`config.mk`:
```
export PLATFORM = sky130hd
export DESIGN_NAME = sprite_batch_quad_generator_top_flat
export DESIGN_NICKNAME = d
export VERILOG_FILES = /design/src/rtl/sbq_pkg.sv /design/src/rtl/sbq_if.sv /design/src/rtl/sbq_coord_alu.sv /design/src/rtl/sbq_slot_table.sv /design/src/rtl/sprite_batch_quad_generator_top.sv /design/src/flat_wrapper.sv
export SDC_FILE = /design/constraint.sdc
export NUM_CORES = 2
export LEC_CHECK = 0
export BUFFER_PORTS_ARGS = -buffer_cell sky130_fd_sc_hd__buf_2
export CAP_MARGIN = 5
export CORE_MARGIN = 4
export CORE_UTILIZATION = 50
export DETAILED_ROUTE_END_ITERATION = 10
export PLACE_DENSITY = 0.66
export SLEW_MARGIN = 20
export SYNTH_ARGS = -nofsm -noshare
export SYNTH_HDL_FRONTEND = slang
export SYNTH_SLANG_ARGS = --single-unit
```
`constraint.sdc`:
```
create_clock -name clk -period 14.3 [get_ports clk]
set_input_delay 1.43 -clock clk [delete_from_list [all_inputs] [get_ports clk]]
set_output_delay 1.43 -clock clk [all_outputs]
set_load 0.03 [all_outputs]
```
`src/rtl/sbq_pkg.sv`:
```
// sprite batch quad generator: shared constants, payload types and helpers
// no dependencies; compiled first
`timescale 1ns / 1ps

package sbq_pkg;

    localparam int MAX_QUADS     = 16384;
    localparam int TEXTURE_SLOTS = 32;

    localparam int IDX_STEP  = 6;
    localparam int IDX_LIMIT = MAX_QUADS * IDX_STEP;
    localparam int IDX_W     = $clog2(IDX_LIMIT + IDX_STEP);
    localparam int SLOT_W    = $clog2(TEXTURE_SLOTS);
    localparam int SCNT_W    = $clog2(TEXTURE_SLOTS + 1);

    localparam int NUM_ELEMS    = 9;
    localparam int NUM_ROWS     = 3;
    localparam int ELEM_W       = 32;
    localparam int TEX_W        = 16;
    localparam int TEX_SLOT_W   = 5;
    localparam int FLUSH_IDX_W  = 17;
    localparam int FLUSH_SLOT_W = 6;

    localparam logic [7:0] TILING_UNTEXTURED = 8'd1;

    typedef enum logic [1:0] {
        CMD_BEGIN = 2'd0,
        CMD_LOAD  = 2'd1,
        CMD_DRAW  = 2'd2,
        CMD_END   = 2'd3
    } command_t;

    typedef enum logic {
        KIND_VERTEX = 1'b0,
        KIND_FLUSH  = 1'b1
    } kind_t;

    typedef struct packed {
        command_t            command;
        logic [3:0]          element_index;
        logic signed [31:0]  element_value;
        logic signed [31:0]  entity_id;
        logic [15:0]         texture_id;
        logic [31:0]         color_rgba;
        logic [7:0]          tiling_factor;
    } cmd_t;

    typedef struct packed {
        kind_t               kind;
        logic [1:0]          corner;
        logic signed [31:0]  pos_x;
        logic signed [31:0]  pos_y;
        logic signed [31:0]  pos_z;
        logic [4:0]          tex_slot;
        logic [31:0]         vertex_color;
        logic [7:0]          vertex_tiling;
        logic signed [31:0]  vertex_entity;
        logic [16:0]         flush_index_count;
        logic [5:0]          flush_slot_count;
        logic                last;
    } res_t;

    // one row of the affine transform: x' = a*x + b*y + c
    typedef struct packed {
        logic signed [ELEM_W-1:0] a;
        logic signed [ELEM_W-1:0] b;
        logic signed [ELEM_W-1:0] c;
    } xform_row_t;

    // corner signs applied by the coordinate unit
    typedef struct packed {
        logic neg_a;
        logic neg_b;
    } corner_sign_t;

    // element order m00,m01,m03,m10,m11,m13,m20,m21,m23
    function automatic logic [1:0] elem_row(input logic [3:0] idx);
        logic [1:0] row;
        case (idx)
            4'd0, 4'd1, 4'd2: row = 2'd0;
            4'd3, 4'd4, 4'd5: row = 2'd1;
            default:          row = 2'd2;
        endcase
        return row;
    endfunction

    function automatic logic [1:0] elem_col(input logic [3:0] idx);
        logic [1:0] col;
        case (idx)
            4'd0, 4'd3, 4'd6: col = 2'd0;
            4'd1, 4'd4, 4'd7: col = 2'd1;
            default:          col = 2'd2;
        endcase
        return col;
    endfunction

endpackage

```
`src/rtl/sbq_if.sv`:
```
// valid/ready channel interfaces for commands and results
// depends on sbq_pkg
`timescale 1ns / 1ps

interface sbq_cmd_if;
    logic          valid;
    logic          ready;
    sbq_pkg::cmd_t data;

    modport source (output valid, output data, input ready);
    modport sink   (input valid, input data, output ready);
endinterface

interface sbq_res_if;
    logic          valid;
    logic          ready;
    sbq_pkg::res_t data;

    modport source (output valid, output data, input ready);
    modport sink   (input valid, input data, output ready);
endinterface

```
`src/rtl/sbq_coord_alu.sv`:
```
// shared coordinate unit: floor((2c +- a +- b) / 2) saturated to 32 bits
// depends on sbq_pkg
`timescale 1ns / 1ps

module sbq_coord_alu (
    input  sbq_pkg::xform_row_t          row,
    input  sbq_pkg::corner_sign_t        sign,
    output logic signed [sbq_pkg::ELEM_W-1:0] coord
);
    import sbq_pkg::*;

    localparam int SUM_W = ELEM_W + 3;

    logic signed [SUM_W-1:0] ext_a;
    logic signed [SUM_W-1:0] ext_b;
    logic signed [SUM_W-1:0] ext_c2;
    logic signed [SUM_W-1:0] term_a;
    logic signed [SUM_W-1:0] term_b;
    logic signed [SUM_W-1:0] sum;
    logic signed [SUM_W-2:0] half;
    logic                    fits;

    always_comb
    begin
        ext_a  = {{3{row.a[ELEM_W-1]}}, row.a};
        ext_b  = {{3{row.b[ELEM_W-1]}}, row.b};
        ext_c2 = {{2{row.c[ELEM_W-1]}}, row.c, 1'b0};
        term_a = sign.neg_a ? -ext_a : ext_a;
        term_b = sign.neg_b ? -ext_b : ext_b;
        sum    = ext_c2 + term_a + term_b;
        // arithmetic shift rounds toward minus infinity
        half   = sum[SUM_W-1:1];
        fits   = (half[SUM_W-2:ELEM_W-1] == '0) || (half[SUM_W-2:ELEM_W-1] == '1);
        if (fits)
        begin
            coord = half[ELEM_W-1:0];
        end
        else if (half[SUM_W-2])
        begin
            coord = {1'b1, {(ELEM_W-1){1'b0}}};
        end
        else
        begin
            coord = {1'b0, {(ELEM_W-1){1'b1}}};
        end
    end

endmodule

```
`src/rtl/sbq_slot_table.sv`:
```
// texture slot table: one write port, one read port with key compare
// depends on sbq_pkg
`timescale 1ns / 1ps

module sbq_slot_table (
    input  logic                        clk,
    input  logic                        we,
    input  logic [sbq_pkg::SLOT_W-1:0]  waddr,
    input  logic [sbq_pkg::TEX_W-1:0]   wdata,
    input  logic [sbq_pkg::SLOT_W-1:0]  raddr,
    input  logic [sbq_pkg::TEX_W-1:0]   key,
    output logic                        hit
);
    import sbq_pkg::*;

    logic [TEX_W-1:0] tex_reg [TEXTURE_SLOTS];

    always_ff @(posedge clk)
    begin
        if (we)
        begin
            tex_reg[waddr] <= wdata;
        end
    end

    assign hit = (tex_reg[raddr] == key);

endmodule

```
`src/rtl/sprite_batch_quad_generator_top.sv`:
```
// sprite batch quad generator: sequencer, transform store, batch counts
// depends on sbq_pkg, sbq_if, sbq_coord_alu, sbq_slot_table
//
//   channel  dir  handshake      payload
//   cmd      in   valid/ready    sbq_pkg::cmd_t  (one command per transaction)
//   result   out  valid/ready    sbq_pkg::res_t  (vertex or flush record)
//
// begin batch and load transform are handled as the command is accepted; end
// scene waits for the result register to drain, then emits the final flush.
// a draw checks the budget, compares up to 31 slot entries, appends a texture
// on a miss, then computes and emits each corner; the single coordinate unit
// computes one coordinate per cycle (12 per sprite) while no stalled vertex
// holds it, and the slot table is searched one entry per cycle.
// after reset counts are index 0, slots 1 and the transform is all zero.
// a stalled result holds the sequencer wherever a record must be emitted.
`timescale 1ns / 1ps

module sprite_batch_quad_generator_top (
    input  logic         clk,
    input  logic         rst_n,
    sbq_cmd_if.sink      cmd,
    sbq_res_if.source    result
);
    import sbq_pkg::*;

    typedef enum logic [2:0] {
        S_IDLE,
        S_BUDGET,
        S_SEARCH,
        S_APPEND,
        S_COORD,
        S_VERTEX,
        S_END
    } state_t;

    state_t                   state_reg;
    xform_row_t               xform_reg [NUM_ROWS];
    logic [SCNT_W-1:0]        slot_count_reg;
    logic [IDX_W-1:0]         index_count_reg;
    cmd_t                     draw_reg;
    logic [SLOT_W-1:0]        slot_reg;
    logic [SCNT_W-1:0]        search_reg;
    logic [1:0]               corner_reg;
    logic [1:0]               sel_reg;
    logic signed [ELEM_W-1:0] pos_reg [NUM_ROWS];
    logic                     out_valid_reg;
    res_t                     out_reg;

    logic                     out_free;
    logic                     budget_full;
    logic                     slots_full;
    logic                     untextured;
    logic                     tbl_we;
    logic [SLOT_W-1:0]        tbl_waddr;
    logic                     tbl_hit;
    corner_sign_t             sign;
    logic signed [ELEM_W-1:0] coord;

    function automatic res_t flush_res(input logic [IDX_W-1:0] idx_cnt,
                                       input logic [SCNT_W-1:0] slot_cnt,
                                       input logic is_last);
        res_t r;
        r                   = '0;
        r.kind              = KIND_FLUSH;
        r.flush_index_count = FLUSH_IDX_W'(idx_cnt);
        r.flush_slot_count  = FLUSH_SLOT_W'(slot_cnt);
        r.last              = is_last;
        return r;
    endfunction

    assign out_free    = !out_valid_reg || result.ready;
    assign budget_full = (index_count_reg >= IDX_W'(IDX_LIMIT));
    assign slots_full  = (slot_count_reg >= SCNT_W'(TEXTURE_SLOTS));
    assign untextured  = (draw_reg.texture_id == '0);

    // append writes slot 1 after a forced flush, else the next free slot
    assign tbl_we    = (state_reg == S_APPEND) && (!slots_full || out_free);
    assign tbl_waddr = slots_full ? SLOT_W'(1) : slot_count_reg[SLOT_W-1:0];

    sbq_slot_table u_slot_table (
        .clk   (clk),
        .we    (tbl_we),
        .waddr (tbl_waddr),
        .wdata (draw_reg.texture_id),
        .raddr (search_reg[SLOT_W-1:0]),
        .key   (draw_reg.texture_id),
        .hit   (tbl_hit)
    );

    // corner order (-,-), (+,-), (+,+), (-,+)
    assign sign.neg_a = (corner_reg == 2'd0) || (corner_reg == 2'd3);
    assign sign.neg_b = (corner_reg == 2'd0) || (corner_reg == 2'd1);

    sbq_coord_alu u_coord_alu (
        .row   (xform_reg[sel_reg]),
        .sign  (sign),
        .coord (coord)
    );

    assign cmd.ready    = (state_reg == S_IDLE);
    assign result.valid = out_valid_reg;
    assign result.data  = out_reg;

    always_ff @(posedge clk or negedge rst_n)
    begin
        if (!rst_n)
        begin
            state_reg       <= S_IDLE;
            slot_count_reg  <= SCNT_W'(1);
            index_count_reg <= '0;
            out_valid_reg   <= 1'b0;
            for (int r = 0; r < NUM_ROWS; r++)
            begin
                xform_reg[r] <= '0;
            end
        end
        else
        begin
            if (out_valid_reg && result.ready)
            begin
                out_valid_reg <= 1'b0;
            end

            unique case (state_reg)
                S_IDLE:
                begin
                    if (cmd.valid)
                    begin
                        unique case (cmd.data.command)
                            CMD_BEGIN:
                            begin
                                index_count_reg <= '0;
                                slot_count_reg  <= SCNT_W'(1);
                            end
                            CMD_LOAD:
                            begin
                                if (cmd.data.element_index < 4'(NUM_ELEMS))
                                begin
                                    case (elem_col(cmd.data.element_index))
                                        2'd0:
                                            xform_reg[elem_row(cmd.data.element_index)].a
                                                <= cmd.data.element_value;
                                        2'd1:
                                            xform_reg[elem_row(cmd.data.element_index)].b
                                                <= cmd.data.element_value;
                                        default:
                                            xform_reg[elem_row(cmd.data.element_index)].c
                                                <= cmd.data.element_value;
                                    endcase
                                end
                            end
                            CMD_DRAW:
                            begin
                                draw_reg  <= cmd.data;
                                state_reg <= S_BUDGET;
                            end
                            CMD_END:
                            begin
                                state_reg <= S_END;
                            end
                        endcase
                    end
                end

                S_BUDGET:
                begin
                    if (!budget_full || out_free)
                    begin
                        if (budget_full)
                        begin
                            out_reg         <= flush_res(index_count_reg, slot_count_reg, 1'b0);
                            out_valid_reg   <= 1'b1;
                            index_count_reg <= '0;
                            slot_count_reg  <= SCNT_W'(1);
                        end
                        slot_reg   <= '0;
                        search_reg <= SCNT_W'(1);
                        corner_reg <= '0;
                        sel_reg    <= '0;
                        state_reg  <= untextured ? S_COORD : S_SEARCH;
                    end
                end

                S_SEARCH:
                begin
                    if (search_reg < slot_count_reg)
                    begin
                        if (tbl_hit)
                        begin
                            slot_reg  <= search_reg[SLOT_W-1:0];
                            state_reg <= S_COORD;
                        end
                        else
                        begin
                            search_reg <= search_reg + SCNT_W'(1);
                        end
                    end
                    else
                    begin
                        state_reg <= S_APPEND;
                    end
                end

                S_APPEND:
                begin
                    if (slots_full)
                    begin
                        if (out_free)
                        begin
                            out_reg         <= flush_res(index_count_reg, slot_count_reg, 1'b0);
                            out_valid_reg   <= 1'b1;
                            index_count_reg <= '0;
                            slot_count_reg  <= SCNT_W'(2);
                            slot_reg        <= SLOT_W'(1);
                            state_reg       <= S_COORD;
                        end
                    end
                    else
                    begin
                        slot_reg       <= slot_count_reg[SLOT_W-1:0];
                        slot_count_reg <= slot_count_reg + SCNT_W'(1);
                        state_reg      <= S_COORD;
                    end
                end

                S_COORD:
                begin
                    pos_reg[sel_reg] <= coord;
                    if (sel_reg == 2'd2)
                    begin
                        sel_reg   <= '0;
                        state_reg <= S_VERTEX;
                    end
                    else
                    begin
                        sel_reg <= sel_reg + 2'd1;
                    end
                end

                S_VERTEX:
                begin
                    if (out_free)
                    begin
                        out_reg.kind              <= KIND_VERTEX;
                        out_reg.corner            <= corner_reg;
                        out_reg.pos_x             <= pos_reg[0];
                        out_reg.pos_y             <= pos_reg[1];
                        out_reg.pos_z             <= pos_reg[2];
                        out_reg.tex_slot          <= TEX_SLOT_W'(slot_reg);
                        out_reg.vertex_color      <= draw_reg.color_rgba;
                        out_reg.vertex_tiling     <= untextured ? TILING_UNTEXTURED
                                                                : draw_reg.tiling_factor;
                        out_reg.vertex_entity     <= draw_reg.entity_id;
                        out_reg.flush_index_count <= '0;
                        out_reg.flush_slot_count  <= '0;
                        out_reg.last              <= (corner_reg == 2'd3);
                        out_valid_reg             <= 1'b1;
                        if (corner_reg == 2'd3)
                        begin
                            index_count_reg <= index_count_reg + IDX_W'(IDX_STEP);
                            state_reg       <= S_IDLE;
                        end
                        else
                        begin
                            corner_reg <= corner_reg + 2'd1;
                            state_reg  <= S_COORD;
                        end
                    end
                end

                S_END:
                begin
                    if (out_free)
                    begin
                        out_reg       <= flush_res(index_count_reg, slot_count_reg, 1'b1);
                        out_valid_reg <= 1'b1;
                        state_reg     <= S_IDLE;
                    end
                end

                default:
                begin
                    state_reg <= S_IDLE;
                end
            endcase
        end
    end

`ifndef SYNTHESIS
    // slot count always covers the white slot and never exceeds the table
    assert property (@(posedge clk) disable iff (!rst_n)
        (slot_count_reg >= SCNT_W'(1)) && (slot_count_reg <= SCNT_W'(TEXTURE_SLOTS)))
        else $error("slot count out of range");

    // index budget check keeps the count at or below the limit
    assert property (@(posedge clk) disable iff (!rst_n)
        index_count_reg <= IDX_W'(IDX_LIMIT))
        else $error("index count beyond budget");

    // a vertex closes the draw exactly on the fourth corner
    assert property (@(posedge clk) disable iff (!rst_n)
        (result.valid && (result.data.kind == KIND_VERTEX))
            |-> (result.data.last == (result.data.corner == 2'd3)))
        else $error("vertex last flag does not match corner");

    // a draw holds off further commands while it runs
    assert property (@(posedge clk) disable iff (!rst_n)
        (cmd.valid && cmd.ready && (cmd.data.command == CMD_DRAW)) |=> !cmd.ready)
        else $error("command accepted during a draw");

    // the coordinate unit only ever addresses the three transform rows
    assert property (@(posedge clk) disable iff (!rst_n)
        (state_reg == S_COORD) |-> (sel_reg != 2'd3))
        else $error("transform row select out of range");
`endif

endmodule
```
`src/flat_wrapper.sv`:
```
// flat-port wrapper written by rule: the top's interface ports become plain ports
module sprite_batch_quad_generator_top_flat import sbq_pkg::*;
  (clk, rst_n, cmd_valid, cmd_data, cmd_ready, result_valid, result_data, result_ready);
  sbq_cmd_if cmd_i ();
  sbq_res_if result_i ();
  input  logic clk;
  input  logic rst_n;
  input wire logic [$bits(cmd_i.valid)-1:0] cmd_valid;
  input wire logic [$bits(cmd_i.data)-1:0] cmd_data;
  output wire logic [$bits(cmd_i.ready)-1:0] cmd_ready;
  output wire logic [$bits(result_i.valid)-1:0] result_valid;
  output wire logic [$bits(result_i.data)-1:0] result_data;
  input wire logic [$bits(result_i.ready)-1:0] result_ready;
  assign cmd_i.valid = cmd_valid;
  assign cmd_i.data = cmd_data;
  assign cmd_ready = cmd_i.ready;
  assign result_valid = result_i.valid;
  assign result_data = result_i.data;
  assign result_i.ready = result_ready;
  sprite_batch_quad_generator_top u_core (.clk(clk), .rst_n(rst_n), .cmd(cmd_i), .result(result_i));
endmodule
```
==> impl_metrics.yaml <==
finish:
  multi_input_comb_area_mm2: 0.01584
  fin_cells: 5219
  fin_area_mm2: 0.05994
  drive_gt1_frac: 0.2702
  largest_register_ffs: 512
  regArea_mm2: 0.03530
  fillers: 8028
  area_growth_pct: 14.74
  final_nets: 3944
floorplanning:
  start_util: 0.5040
  ios: 332
  die_area_mm2: 0.1097
  die_h_um: 331.2
  core_mm2: 0.1036
  fp.dieW_um: 331.2
  rows: 118
logic_synthesis:
  yosys_warnings: 0
  yosys_register_bits: 1229
  yosys-top-cells-area: "edfxtp_1, dfrtp_1, mux2_2"
  synth-async-reset-ratio: 0.2555
  synth_top_area_frac: 0.5231
  ys.flop_type: "edfxtp_1"
  syn_area_mm2: 0.05224
  netlist_instances: 3351
  syn_area_per_cell_um2: 15.59
  yosysMostFrequentCell: "edfxtp_1"
  synth_cell_type_count: 79
  synth_edf_count: 910
  synth_common_cells: "edfxtp_1, dfrtp_1, mux2_2"
  syn_nets: 3565
  ys_seq_area_frac: 0.6755
  yosys.area.top_type: "edfxtp_1"
sta:
  fin_crit_sh: 0.5239
  fmax_mhz: 133.5
  tightest_slew_ps: 1138
  setup_viol_count_final: 0
  fin_worst_skew_ps: 23.10
  finalCriticalPeriod_ps: 7491
  max-slew-margin-rel: 0.2384
  fin_setup_tns_ps: 0
  hold_ws_ps: 501.3
  postLayoutSetupSlackWorst_ps: 6809
  finalHoldViolCount: 0
  slew_viol_final: 0
  rsz0062_at_grt: "false"
critical_path:
  reg2reg_slack_ps: 6810
  cp_common_cell: "buf_4"
  crit_family: "simple AND/OR/NAND/NOR gates"
  worstPathMaxFanout: 59
  r2r-end: "u_core.pos_reg[0][11]$_DFFE_PP_"
  worst-r2r-cell-count: 23
  slowest_stage: "buf_4"
  r2r_start: "u_core.sel_reg[0]$_SDFFCE_PP0P_"
  cpPeakStageDelay_ps: 630
  cp_num_buf_inv: 4
  cp_data_required_time_ps: 14740
  criticalPathCategory: "flip-flop to flip-flop"
  path_cells: "buf_4 > buf_4 > o2bb2ai_1 > or4_1 > nor3_1 > and2_1 > nor2b_1 > nor2b_1 > and3_1 > nor2_1 > xnor2_1 > fa_1 > inv_1 > ha_1 > a21oi_1 > o21ai_0 > or4_1 > nand2_1 > o31a_1 > xor3_2 > a21oi_2 > buf_4 > o21ai_1"
  crit_arrival_ps: 7930
  cp-end-kind: "flip-flop"
  start_kind: "flip-flop"
placement:
  globalplace.congestion: 0.8491
  numPortBuffers: 330
  post-dp-hpwl_um: 83440
  pre_cts_ws_ps: 6848
  dp_cells: 4977
  placed_area_mm2: 0.05562
drt:
  wl_per_cell_um: 24.65
  ant_nets: 0
  routed-via-count: 30010
  drt_pass1_iterations: 6
  drt_first_iter_violations: 2742
  via_per_inst: 5.749
  drc_errors: 0
  wl_um: 128600
cts:
  cts_max_path_buffers: 3
  clockRootBuffer: "clkbuf_16"
  ctsHoldBuffers: 0
  cts_resized: 0
  clock-sinks: 1229
  insertion_delay_ps: 740
  cts_tree: "yes"
  cts_buffers: 131
  postCtsSetupRepairBufs: 0
  htree_levels: 4
  clk_pin_slew_ps: 60
power:
  leakagePower_nw: 24.10
  power_density_mw_per_mm2: 207.8
  vdd_ir_drop_max_v: 0.0003721
global_route:
  grt_use_total: 0.2319
  grt_start_max_net_pins: 146
  grt_pass1_vias: 29860
  grt_pass1_wl_um: 193600
  antenna_found_initial: 13
  grt_remaining_overflow: 0
hold_path:
  min_from: "u_core.xform_reg[39]$_DFFE_PN0P_"
  hold_class: "flip-flop to flip-flop"
  hold_path_depth: 1
  holdPathEnd: "u_core.xform_reg[39]$_DFFE_PN0P_"
flow_run:
  drv_cap: 0
status:
  status: "completed"
==> cell usage in the layout, fill, tap and decap left out, types with 25 or more instances in the layout <==
cell,netlist,layout
a21oi_1,120,120
o2bb2ai_1,28,28
ha_1,50,50
fa_1,34,34
xnor2_1,82,82
clkinv_1,0,30
edfxtp_1,910,910
o21ai_0,73,73
buf_2,37,329
mux4_2,100,100
dfrtp_1,313,312
a22oi_1,28,28
buf_4,11,84
inv_1,110,109
nor2_1,176,176
mux2i_1,178,178
nand2_1,121,115
a21o_1,25,25
clkbuf_16,0,133
and3_1,184,183
mux2_2,292,292
o21ai_1,30,30
xor2_1,43,43
nor3_1,30,27
==> logic make-up after synthesis <==
kind of cell,count (synthesis),synth area share
flops,1229,0.6755
xor+xnor,126,0.02144
mux,571,0.1407
fa+ha+maj,84,0.02501
buf+inv,281,0.02273
compound gates,407,0.05061
other cells,1,0.00007179
simple gates,652,0.06402
==> routing by layer <==
layer	track usage	wire length [um]	vias to the layer above
met1	0.3331	56400	15410
met5	0	20	-
met3	0.04443	7869	175
met4	0.06197	2943	2
li1	-	-	13450
met2	0.3674	61400	972
==> layout make-up <==
cell class                      instances  area share
Antenna cell                            5   0.0002087
Clock buffer                          162     0.05868
Clock inverter                         75     0.01309
Inverter                              110    0.006889
Multi-Input combinational cell       1841      0.2642
Sequential cell                      1229      0.5889
Tap cell                             1380     0.02881
Timing Repair Buffer                  417     0.03924
==> per-stage QoR <==
stage / total power [mW] / utilization
finish: 12.45 / 0.5783
global route: 13.08 / 0.5783
CTS: 12.52 / 0.5781
detailed placement: 9.152 / 0.5366
global placement: 9.065 / 0.5366
floorplan: 7.920 / -
==> where the power goes <==
group          switching (mW)  total (mW)  internal (mW)
logic                    2.83        4.22           1.39
clock network            1.41        3.36           1.95
registers               0.216        4.87           4.65
==> how the worst max path moves through the flow <==
| stage | slack (ps) | depth (start not counted) | to | start |
|---|---|---|---|---|
| floorplan | 4180 | 5 | u_core.result.data[0]$_DFFE_PP_ | result_ready |
| global placement | 6960 | 24 | u_core.pos_reg[0][26]$_DFFE_PP_ | u_core.sel_reg[1]$_SDFFCE_PP0P_ |
| detailed placement | 6850 | 24 | u_core.pos_reg[0][11]$_DFFE_PP_ | u_core.sel_reg[1]$_SDFFCE_PP0P_ |
| CTS | 6820 | 24 | u_core.pos_reg[0][10]$_DFFE_PP_ | u_core.sel_reg[1]$_SDFFCE_PP0P_ |
| global route | 6260 | 23 | u_core.pos_reg[0][10]$_DFFE_PP_ | u_core.sel_reg[0]$_SDFFCE_PP0P_ |
| finish | 6810 | 23 | u_core.pos_reg[0][11]$_DFFE_PP_ | u_core.sel_reg[0]$_SDFFCE_PP0P_ |
==> worst reg2reg max path, stage by stage (launching register included) <==
cell and delay (ps):
edfxtp_1 340, buf_4 400, buf_4 650, o2bb2ai_1 280
or4_1 570, nor3_1 410, and2_1 240, nor2b_1 230
nor2b_1 280, and3_1 270, nor2_1 70, xnor2_1 160
fa_1 540, inv_1 40, ha_1 360, a21oi_1 210
o21ai_0 210, or4_1 550, nand2_1 140, o31a_1 180
xor3_2 370, a21oi_2 120, buf_4 360, o21ai_1 220
Power figures use the tool's default switching activity.
